===== src/rtl/asdb_pkg.sv =====
`default_nettype none
// ----------------------------------------------------------------------------
// ADC scan and keypad debounce package
// Shared types and constants for the ADC channel scanner and ladder keypad.
// ----------------------------------------------------------------------------
package asdb_pkg;

  localparam int SAMPLE_W = 10;
  localparam int CHAN_W   = 3;
  localparam int NUM_KEYS = 6;
  localparam int CNT_W    = 8;
  localparam int NUM_SLOTS = 6;
  localparam int IN_TDATA_W  = 16;
  localparam int OUT_TDATA_W = 80;

  localparam logic [CNT_W-1:0] CNT_MAX       = 8'hFF;
  localparam logic [CNT_W-1:0] LIMIT_DEFAULT = 8'd20;

  localparam logic [CHAN_W-1:0] CH_POT_ZERO = 3'd0;
  localparam logic [CHAN_W-1:0] CH_POT_ONE  = 3'd1;
  localparam logic [CHAN_W-1:0] CH_HALL     = 3'd2;
  localparam logic [CHAN_W-1:0] CH_TEMP     = 3'd3;
  localparam logic [CHAN_W-1:0] CH_LIGHT    = 3'd4;
  localparam logic [CHAN_W-1:0] CH_KEYPAD   = 3'd7;

  localparam logic [SAMPLE_W-1:0] WIN_LO [NUM_KEYS] = '{
    10'h000, 10'h08b, 10'h120, 10'h1b9, 10'h248, 10'h2d3
  };
  localparam logic [SAMPLE_W-1:0] WIN_HI [NUM_KEYS] = '{
    10'h010, 10'h0ab, 10'h140, 10'h1d9, 10'h268, 10'h2f3
  };

  typedef logic [SAMPLE_W-1:0] sample_t;

  typedef struct packed {
    logic [NUM_KEYS-1:0] press;
    logic                key_hit;
  } scan_status_t;

endpackage : asdb_pkg
`default_nettype wire


===== src/rtl/asdb_key_scan.sv =====
`default_nettype none
// ----------------------------------------------------------------------------
// Keypad window scan and debounce
// Compares a ladder sample against six key windows, runs one debounce
// counter per key and keeps the sticky press bits.
// ----------------------------------------------------------------------------
module asdb_key_scan (
  input  wire logic                        clk,
  input  wire logic                        rst_n,
  input  wire logic                        scan_en,
  input  wire asdb_pkg::sample_t           sample,
  input  wire logic [asdb_pkg::CNT_W-1:0]  limit,
  output asdb_pkg::scan_status_t           status
);
  import asdb_pkg::*;

  logic [CNT_W-1:0]    cnt_r   [NUM_KEYS];
  logic [CNT_W-1:0]    cnt_nxt [NUM_KEYS];
  logic [NUM_KEYS-1:0] press_r;
  logic [NUM_KEYS-1:0] press_nxt;
  logic [NUM_KEYS-1:0] in_win;
  logic                hit;

  always_comb begin
    for (int k = 0; k < NUM_KEYS; k++) begin
      in_win[k] = (sample >= WIN_LO[k]) && (sample <= WIN_HI[k]);
    end
  end

  always_comb begin
    hit       = 1'b0;
    press_nxt = press_r;
    for (int k = 0; k < NUM_KEYS; k++) begin
      cnt_nxt[k] = cnt_r[k];
      if (scan_en) begin
        if (!in_win[k]) begin
          cnt_nxt[k] = '0;
        end else if (cnt_r[k] == limit) begin
          press_nxt[k] = 1'b1;
          hit          = 1'b1;
          if (cnt_r[k] != CNT_MAX) begin
            cnt_nxt[k] = cnt_r[k] + 1'b1;
          end
        end else if (cnt_r[k] < limit) begin
          cnt_nxt[k] = cnt_r[k] + 1'b1;
        end
      end
    end
  end

  always_ff @(posedge clk) begin
    if (!rst_n) begin
      press_r <= '0;
      for (int k = 0; k < NUM_KEYS; k++) begin
        cnt_r[k] <= '0;
      end
    end else begin
      press_r <= press_nxt;
      for (int k = 0; k < NUM_KEYS; k++) begin
        cnt_r[k] <= cnt_nxt[k];
      end
    end
  end

  assign status.press   = press_nxt;
  assign status.key_hit = hit;

  a_press_sticky: assert property (@(posedge clk) disable iff (!rst_n)
    $past(rst_n) |-> ((press_r & $past(press_r)) == $past(press_r)))
    else $error("press bit cleared outside reset");

  a_hit_sets_press: assert property (@(posedge clk) disable iff (!rst_n)
    hit |-> (scan_en && (press_nxt & in_win) != '0))
    else $error("key hit without an in-window press");

  a_idle_holds: assert property (@(posedge clk) disable iff (!rst_n)
    !scan_en |=> $stable(press_r) && $stable(cnt_r[0]))
    else $error("key state changed without a keypad sample");

endmodule : asdb_key_scan
`default_nettype wire


===== src/rtl/adc_scan_ladder_key_debounce_unit.sv =====
`default_nettype none
// ----------------------------------------------------------------------------
// ADC scan with resistor-ladder keypad debounce
// Walks ADC channels 0..7, stores the samples of channels 0-4 and 7 and
// debounces six ladder keys on channel 7.
// ----------------------------------------------------------------------------
// Channel  Dir  Content
// in_      in   one conversion result per transfer
// out_     out  channel, stored samples, press bits, event, next channel
// cfg_     in   debounce limit write
//
// One conversion per cycle unless out_tready stalls; each result is ready in
// the cycle after its transfer, from the register behind the window compare.
// in_tready stays high while the result register is empty or being taken.
// Reset clears the channel ring, stored samples, counters and press bits
// and loads a debounce limit of 20.
// ----------------------------------------------------------------------------
module adc_scan_ladder_key_debounce_unit (
  input  wire logic                              clk,
  input  wire logic                              rst_n,
  input  wire logic                              in_tvalid,
  output      logic                              in_tready,
  // [7:0] result_high, [9:8] result_low
  input  wire logic [asdb_pkg::IN_TDATA_W-1:0]   in_tdata,
  output      logic                              out_tvalid,
  input  wire logic                              out_tready,
  // [2:0] channel_done, [12:3] pot_zero_value, [22:13] pot_one_value,
  // [32:23] hall_value, [42:33] temp_value, [52:43] light_value,
  // [62:53] keypad_value, [68:63] key_pressed, [69] key_event,
  // [72:70] next_channel
  output      logic [asdb_pkg::OUT_TDATA_W-1:0]  out_tdata,
  input  wire logic                              cfg_wr_en,
  input  wire logic [asdb_pkg::CNT_W-1:0]        cfg_wr_data
);
  import asdb_pkg::*;

  logic                  in_xfer;
  sample_t               sample;
  logic [CHAN_W-1:0]     chan_r;
  logic [CHAN_W-1:0]     chan_nxt;
  sample_t               store_r   [NUM_SLOTS];
  sample_t               store_nxt [NUM_SLOTS];
  logic [CNT_W-1:0]      limit_r;
  logic                  out_valid_r;
  logic [OUT_TDATA_W-1:0] out_data_r;
  logic [OUT_TDATA_W-1:0] out_data_nxt;
  logic                  scan_en;
  scan_status_t          scan_status;

  assign in_tready = !out_valid_r || out_tready;
  assign in_xfer   = in_tvalid && in_tready;
  assign sample    = {in_tdata[7:0], in_tdata[9:8]};
  assign chan_nxt  = chan_r + 1'b1;
  assign scan_en   = in_xfer && (chan_r == CH_KEYPAD);

  asdb_key_scan u_key_scan (
    .clk     (clk),
    .rst_n   (rst_n),
    .scan_en (scan_en),
    .sample  (sample),
    .limit   (limit_r),
    .status  (scan_status)
  );

  always_comb begin
    for (int i = 0; i < NUM_SLOTS; i++) begin
      store_nxt[i] = store_r[i];
    end
    unique case (chan_r)
      CH_POT_ZERO: store_nxt[0] = sample;
      CH_POT_ONE:  store_nxt[1] = sample;
      CH_HALL:     store_nxt[2] = sample;
      CH_TEMP:     store_nxt[3] = sample;
      CH_LIGHT:    store_nxt[4] = sample;
      CH_KEYPAD:   store_nxt[5] = sample;
      default:     ;
    endcase
  end

  always_comb begin
    out_data_nxt        = '0;
    out_data_nxt[2:0]   = chan_r;
    out_data_nxt[12:3]  = store_nxt[0];
    out_data_nxt[22:13] = store_nxt[1];
    out_data_nxt[32:23] = store_nxt[2];
    out_data_nxt[42:33] = store_nxt[3];
    out_data_nxt[52:43] = store_nxt[4];
    out_data_nxt[62:53] = store_nxt[5];
    out_data_nxt[68:63] = scan_status.press;
    out_data_nxt[69]    = scan_status.key_hit;
    out_data_nxt[72:70] = chan_nxt;
  end

  always_ff @(posedge clk) begin
    if (!rst_n) begin
      chan_r      <= '0;
      limit_r     <= LIMIT_DEFAULT;
      out_valid_r <= 1'b0;
      for (int i = 0; i < NUM_SLOTS; i++) begin
        store_r[i] <= '0;
      end
    end else begin
      if (cfg_wr_en) begin
        limit_r <= cfg_wr_data;
      end
      if (in_xfer) begin
        chan_r      <= chan_nxt;
        out_valid_r <= 1'b1;
        for (int i = 0; i < NUM_SLOTS; i++) begin
          store_r[i] <= store_nxt[i];
        end
      end else if (out_tready) begin
        out_valid_r <= 1'b0;
      end
    end
  end

  always_ff @(posedge clk) begin
    if (in_xfer) begin
      out_data_r <= out_data_nxt;
    end
  end

  assign out_tvalid = out_valid_r;
  assign out_tdata  = out_data_r;

  a_ring_step: assert property (@(posedge clk) disable iff (!rst_n)
    in_xfer |=> chan_r == $past(chan_nxt))
    else $error("channel ring did not advance on transfer");

  a_event_keypad_only: assert property (@(posedge clk) disable iff (!rst_n)
    (out_valid_r && out_data_r[69]) |-> out_data_r[2:0] == CH_KEYPAD)
    else $error("key event on a non-keypad channel");

  a_next_matches: assert property (@(posedge clk) disable iff (!rst_n)
    out_valid_r |-> (out_data_r[72:70] == chan_r))
    else $error("result next channel differs from ring state");

  a_ready_when_empty: assert property (@(posedge clk) disable iff (!rst_n)
    !out_valid_r |-> in_tready)
    else $error("input stalled with empty result register");

endmodule : adc_scan_ladder_key_debounce_unit
`default_nettype wire

===== config.mk =====
export PLATFORM = sky130hd
export DESIGN_NAME = adc_scan_ladder_key_debounce_unit
export DESIGN_NICKNAME = d
export VERILOG_FILES = /design/src/rtl/asdb_pkg.sv /design/src/rtl/asdb_key_scan.sv /design/src/rtl/adc_scan_ladder_key_debounce_unit.sv
export SDC_FILE = /design/constraint.sdc
export NUM_CORES = 1
export LEC_CHECK = 0
export ABC_CLOCK_PERIOD_IN_PS = 5000
export BUFFER_PORTS_ARGS = -buffer_cell sky130_fd_sc_hd__buf_2
export CAP_MARGIN = 5
export CORE_ASPECT_RATIO = 1.75
export CORE_UTILIZATION = 53
export DETAILED_ROUTE_END_ITERATION = 12
export GPL_TIMING_DRIVEN = 0
export PLACE_DENSITY = 0.76
export SETUP_SLACK_MARGIN = 0.15
export SYNTH_ARGS = -nofsm -noshare
export SYNTH_HDL_FRONTEND = slang
export SYNTH_SLANG_ARGS = --single-unit

===== constraint.sdc =====
create_clock -name clk -period 5 [get_ports clk]
set_input_delay 1.5 -clock clk [delete_from_list [all_inputs] [get_ports clk]]
set_output_delay 1.5 -clock clk [all_outputs]
set_load 0.01 [all_outputs]

==> run_results.csv, run 1 <==
group,metric,value,unit
clock_network,path_clk_slew,70,ps
timing,maxSlewViolCount,0,
timing,worstMarginPinSlew,892,ps
worst_setup_path,crit_path_start_kind,"input port",
timing,finalCriticalPeriod,3690,ps
power,ir_drop,0.297,mV
layout,final_util,62.2,%
worst_setup_path,rr_startpoint,"limit_r[0]",
layout,mostFrequentLayoutCell,"edfxtp_1",
routing,wl_met3,1080,um
timing,skew,9.77,ps
power,power_density,338,mW/mm2
worst_setup_path,worstReg2RegEnd,"u_key_scan.cnt_r[1][6]",
yosys,yosysWarnings,0,
yosys,ys_seq_area_share,54.7,%
clock_network,numCtsBuffers,17,
floorplanning,pin_count,111,
floorplanning,die_w,104,um
global_routing,grt_util_all_layers,25.6,%
timing,rsz0062_at_grt,"false",
worst_setup_path,crit_type,"in -> reg",
routing,drt_iter0_drc,374,
floorplanning,die_h,181,um
routing,drc,0,
floorplanning,design.die.area,0.0189,mm2
timing,hold_ws,505,ps
layout,final_nets,1032,
routing,highest_layer,"met4",
power,power_leakage,4.71,nW
routing,ant_nets,0,
layout,n_antenna_cell,0,
clock_network,cts_sinks,199,
clock_network,cts_hold_buf,0,
clock_network,cts_max_level,4,
floorplanning,initial_core_util,54.1,%
routing,num_vias,7103,
clock_network,cts_max_path_buffers,2,
worst_setup_path,cp_common_cell,"clkbuf_1",
clock_network,root_buffer,"clkbuf_16",
timing,fmax,271,MHz
routing,via_per_inst,5.97,
worst_setup_path,arrival,4070,ps
layout,register_area,0.00532,mm2
yosys,ys_types,65,
routing,first_pass_iters,5,
timing,maxSlewHeadroom,40.2,%
clock_network,cts-resized-gates,0,
yosys,synth_edf_count,133,
worst_setup_path,worstPathRequired,5380,ps
place,place.detailed.hpwl,16900,um
worst_setup_path,worstPathMaxFanout,10,
worst_setup_path,r2r_setup_slack,2030,ps
status,outcome,"finished, final reports clean",
yosys,ys_ff_latch,199,
layout,drive_gt1_share,22.5,%
yosys,postSynthAreaPerCell,11.8,um2
global_routing,grt_pass1_wl,37100,um
hold_path,hp-class,"reg -> reg",
yosys,syn_inst,822,
routing,wl_met1,8680,um
global_routing,grt.overflow.total,0,
timing,setup_viol,0,
floorplanning,num_rows,65,
yosys,netlist_area,0.00972,mm2
place,gp_congestion,0.898,
floorplanning,core-area,0.0180,mm2
worst_setup_path,crit_end,"u_key_scan.cnt_r[3][0]",
worst_setup_path,slowest_stage,"clkbuf_1",
yosys,synth-main-ff-cell,"edfxtp_1",
worst_setup_path,cpPeakStageDelay,530,ps
routing,wl_met2,12400,um
clock_network,insertion_delay,440,ps
yosys,synthArstFlopShare,0,%
place,io_buffers,95,
routing,wl_per_cell,19.7,um
worst_setup_path,endpoint_kind,"flip-flop",
worst_setup_path,cp_cell_sequence,"buf_2 > clkbuf_1 > o31ai_1 > o32a_1 > nor3b_1 > clkbuf_1 > a21oi_1 > nor3_1 > a41o_1",
worst_setup_path,r2r_cells,7,
timing,hold_violations,0,
timing,period_share,73.8,%
layout,area_delta_synth_final,15.0,%
layout,multi_input_area,0.00412,mm2
clock_network,tritoncts,"done",
routing,wirelength,23500,um
job,cap_violations,0,
clock_network,cts_setup_buffers,0,
global_routing,grt_max_degree,61,
global_routing,first_global_vias,7262,
global_routing,antenna_found_initial,0,
layout,nFillCells,1445,
worst_setup_path,startpoint,"in_tdata[1]",
layout,most-common-layout-cells,"133 x edfxtp_1, 96 x buf_2, 74 x and3_1",
synthesized netlist by cell type, types with 10 or more instances:
library cell | instances | share of area (%)
o21a_1 | 10 | 0.77
clkbuf_1 | 31 | 1.2
or3_1 | 11 | 0.71
nand2_1 | 48 | 1.9
dfxtp_1 | 66 | 14
and3_1 | 74 | 4.8
edfxtp_1 | 133 | 41
nor2_1 | 40 | 1.5
xnor2_1 | 17 | 1.5
ha_1 | 60 | 7.7
inv_1 | 29 | 1.1
a21oi_1 | 43 | 2.2
o21ai_0 | 13 | 0.67
mux2_2 | 60 | 7.0
nand2b_1 | 12 | 0.77
nand4_1 | 26 | 1.7
nand3_1 | 17 | 0.88
kinds of logic after synthesis:
kind of cell,after synthesis,synth area share (%)
other cells,1,0.0386
compound gates,139,10.1
simple gates,264,14.9
buf+inv,73,3.22
fa+ha+maj,60,7.73
xor+xnor,18,1.62
flops,199,54.7
mux,68,7.78
critical path, delay by kind of cell:
family	cells	cell delay, ps
compound gates	4	880
simple gates	2	610
buf+inv	3	1080
worst min path at each step:
stage / cells past startpoint / slack [ps] / start / end
6_report: 2 / 500 / limit_r[3] / limit_r[3]
5_1_grt: 1 / 540 / u_key_scan.press_r[0] / out_tdata[63]
4_1_cts: 2 / 510 / limit_r[3] / limit_r[3]
3_5_place_dp: 2 / 490 / u_key_scan.cnt_r[5][1] / u_key_scan.cnt_r[5][1]
3_3_place_gp: 2 / 480 / limit_r[7] / limit_r[7]
2_1_floorplan: 0 / 460 / chan_r[1] / out_tdata[1]
layout make-up:
class                           count  share of cell area [%]
Inverter                           30                    1.01
Buffer                             43                    1.82
Clock buffer                       17                    3.81
Sequential cell                   199                    47.6
Timing Repair Buffer               96                    4.43
Multi-Input combinational cell    556                    36.9
Tap cell                          234                    2.62
Clock inverter                     15                    1.90
state kept, by name, indices dropped and copies added, names as in the netlist:
signal and count:
u_key_scan.cnt_r 48, out_tdata 73, store_r 60, limit_r 8, out_tvalid 1, chan_r 3
u_key_scan.press_r 6
power breakdown:
part / internal, W / total, W / switching, W / leakage (nW)
combinational: 0.000149 / 0.000386 / 0.000238 / 2.48
clock: 0.000851 / 0.00149 / 0.000638 / 0.308
sequential: 0.00187 / 0.00190 / 0.0000291 / 1.92
metal layers:
metal	track usage, %	up-vias
met2	45.7	206
met1	26.6	3474
li1	-	3343
met3	5.05	80
met5	0	-
met4	17.5	0
through the flow:
step	area [um2]	setup WS (ps)	power [W]	cells	setup TNS, ps
floorplan	9740	164	0.00217	828	0
global placement	10500	-1140	0.00231	1157	-100720
detailed placement	10500	944	0.00232	1158	0
CTS	11200	1420	0.00379	1190	0
global route	11200	1200	0.00389	1190	0
finish	11200	1310	0.00377	1190	0
Note: power is estimated with default switching activity, not from simulation.
==> run 2, diff against run 1 <==
Settings changed: ABC_CLOCK_PERIOD_IN_PS 5000 to 3050.
Clock period 5 ns to 3.05 ns, I/O delays scaled along.
==> run_results.csv, run 2 (same netlist as run 1, synthesis figures left out) <==
group,metric,value,unit
hold_path,hp-class,"reg -> reg",
worst_setup_path,cpPeakStageDelay,490,ps
hold_path,hold_depth,2,
routing,first_pass_iters,5,
floorplanning,core-area,0.0180,mm2
timing,finalSetupTns,0,ps
clock_network,cts_hold_buf,0,
worst_setup_path,cp_common_cell,"ha_1",
power,share_seq_of_total_power,53.3,%
power,p_switching,0.00146,W
timing,period_share,90.9,%
global_routing,grt.busiest_layer,"met2",
global_routing,antenna_found_initial,0,
global_routing,first_global_vias,6857,
global_routing,gr-usage-met3,4.76,%
worst_setup_path,critPathTopFamily,"simple AND/OR/NAND/NOR gates",
power,power_leakage,4.71,nW
clock_network,numCtsBuffers,17,
clock_network,insertion_delay,440,ps
worst_setup_path,slowest_stage,"or4_1",
clock_network,path_clk_slew,70,ps
routing,drt_iter0_drc,416,
timing,worstMarginPinSlew,954,ps
worst_setup_path,crit_type,"reg -> reg",
routing,ant_nets,0,
floorplanning,die_w,104,um
worst_setup_path,r2r_cells,8,
power,power_density,524,mW/mm2
global_routing,grt_max_degree,83,
global_routing,grt_util_all_layers,24.7,%
power,pwr-share-clk,35.9,%
power,swShare,25.1,%
status,outcome,"finished, final reports clean",
global_routing,grt.overflow.total,0,
timing,hold_violations,0,
timing,maxSlewHeadroom,36.0,%
layout,drive_gt1_share,23.4,%
layout,n_antenna_cell,0,
routing,num_vias,7036,
layout,most-common-layout-cells,"133 x edfxtp_1, 96 x buf_2, 74 x and3_1",
routing,wl_per_cell,19.0,um
floorplanning,pin_count,111,
timing,hold_ws,495,ps
clock_network,cts_sinks,199,
clock_network,tritoncts,"done",
timing,finalCriticalPeriod,2770,ps
layout,mostFrequentLayoutCell,"edfxtp_1",
timing,skew,9.39,ps
global_routing,grt_pass1_wl,35900,um
place,io_buffers,95,
floorplanning,die_h,181,um
global_routing,met1_usage,28.0,%
power,p_comb_share,10.9,%
job,cap_violations,0,
layout,final_nets,1036,
clock_network,cts_max_level,4,
worst_setup_path,arrival,3140,ps
routing,wirelength,22700,um
timing,maxSlewViolCount,0,
floorplanning,num_rows,65,
place,gp_congestion,0.898,
routing,via_per_inst,5.89,
place,place.detailed.hpwl,15900,um
routing,drc,0,
worst_setup_path,cp.buffers_inverters,1,
worst_setup_path,crit_path_start_kind,"flip-flop",
timing,fmax,361,MHz
floorplanning,design.die.area,0.0189,mm2
layout,largest_reg_flops,73,
floorplanning,initial_core_util,54.1,%
timing,setup_viol,0,
worst_setup_path,endpoint_kind,"flip-flop",
global_routing,grt_use_met2,44.1,%
worst_setup_path,crit_cells,8,
power,ir_drop,0.498,mV
worst_setup_path,cp_cell_sequence,"ha_1 > ha_1 > and3_1 > clkbuf_1 > nand3_1 > o32a_2 > or4_1 > a21oi_1",
clock_network,root_buffer,"clkbuf_16",
power,internal_power,0.00437,W
worst_setup_path,worstPathRequired,3420,ps
clock_network,cts_max_path_buffers,2,
layout,area_delta_synth_final,14.7,%
worst_setup_path,worstPathMaxFanout,7,
timing,rsz0062_at_grt,"false",
run 2: through the flow:
stage	area, um2	util [%]	setup slack, ps	total power [W]	std cells
3_5_place_dp	10500	58.6	-422	0.00379	1158
4_1_cts	11100	61.7	175	0.00587	1190
3_3_place_gp	10500	58.5	-622	0.00378	1157
2_1_floorplan	9750	-	208	0.00355	828
6_report	11100	62.0	277	0.00584	1194
5_1_grt	11100	62.0	173	0.00604	1194
run 2: final cells by class:
cell class	count	area (um2)
Fill cell	1445	6830
Sequential cell	199	5320
Multi-Input combinational cell	556	4140
Timing Repair Buffer	100	526
Clock buffer	17	425
Tap cell	234	293
Buffer	43	214
Inverter	30	116
Clock inverter	15	115
run 2: tightest hold or removal path: stages, from the launching register on:
cell and delay [ps]:
dfxtp_1 340, nand2_1 60, a21oi_1 50
run 2: final timing paths:
check	from	endpoint	slack [ps]
max reg2reg	chan_r[0]	u_key_scan.cnt_r[0][5]	280
max	chan_r[0]	u_key_scan.cnt_r[0][5]	280
min reg2reg	u_key_scan.cnt_r[5][1]	u_key_scan.cnt_r[5][1]	490
min	u_key_scan.cnt_r[5][1]	u_key_scan.cnt_r[5][1]	490
run 2: metal layers:
layer,share of wire (%),routed length (um)
met5,0,0
met4,3.3,743
met3,5.6,1280
met2,53,12000
met1,38,8660
run 2: power groups by stage:
stage               sequential (W)  clock [W]  combinational (W)
floorplan                  0.00321          0           0.000342
global placement           0.00317          0           0.000608
detailed placement         0.00317          0           0.000624
CTS                        0.00311    0.00213           0.000629
global route               0.00312    0.00223           0.000684
finish                     0.00311    0.00209           0.000633
run 2: repair_timing:
item | CTS | global route
setup buffers | 0 | 4
gates resized for setup | 4 | 12
setup endpoints to repair | 12 | 133
pin swaps | 0 | 1
cloned | 0 | 0
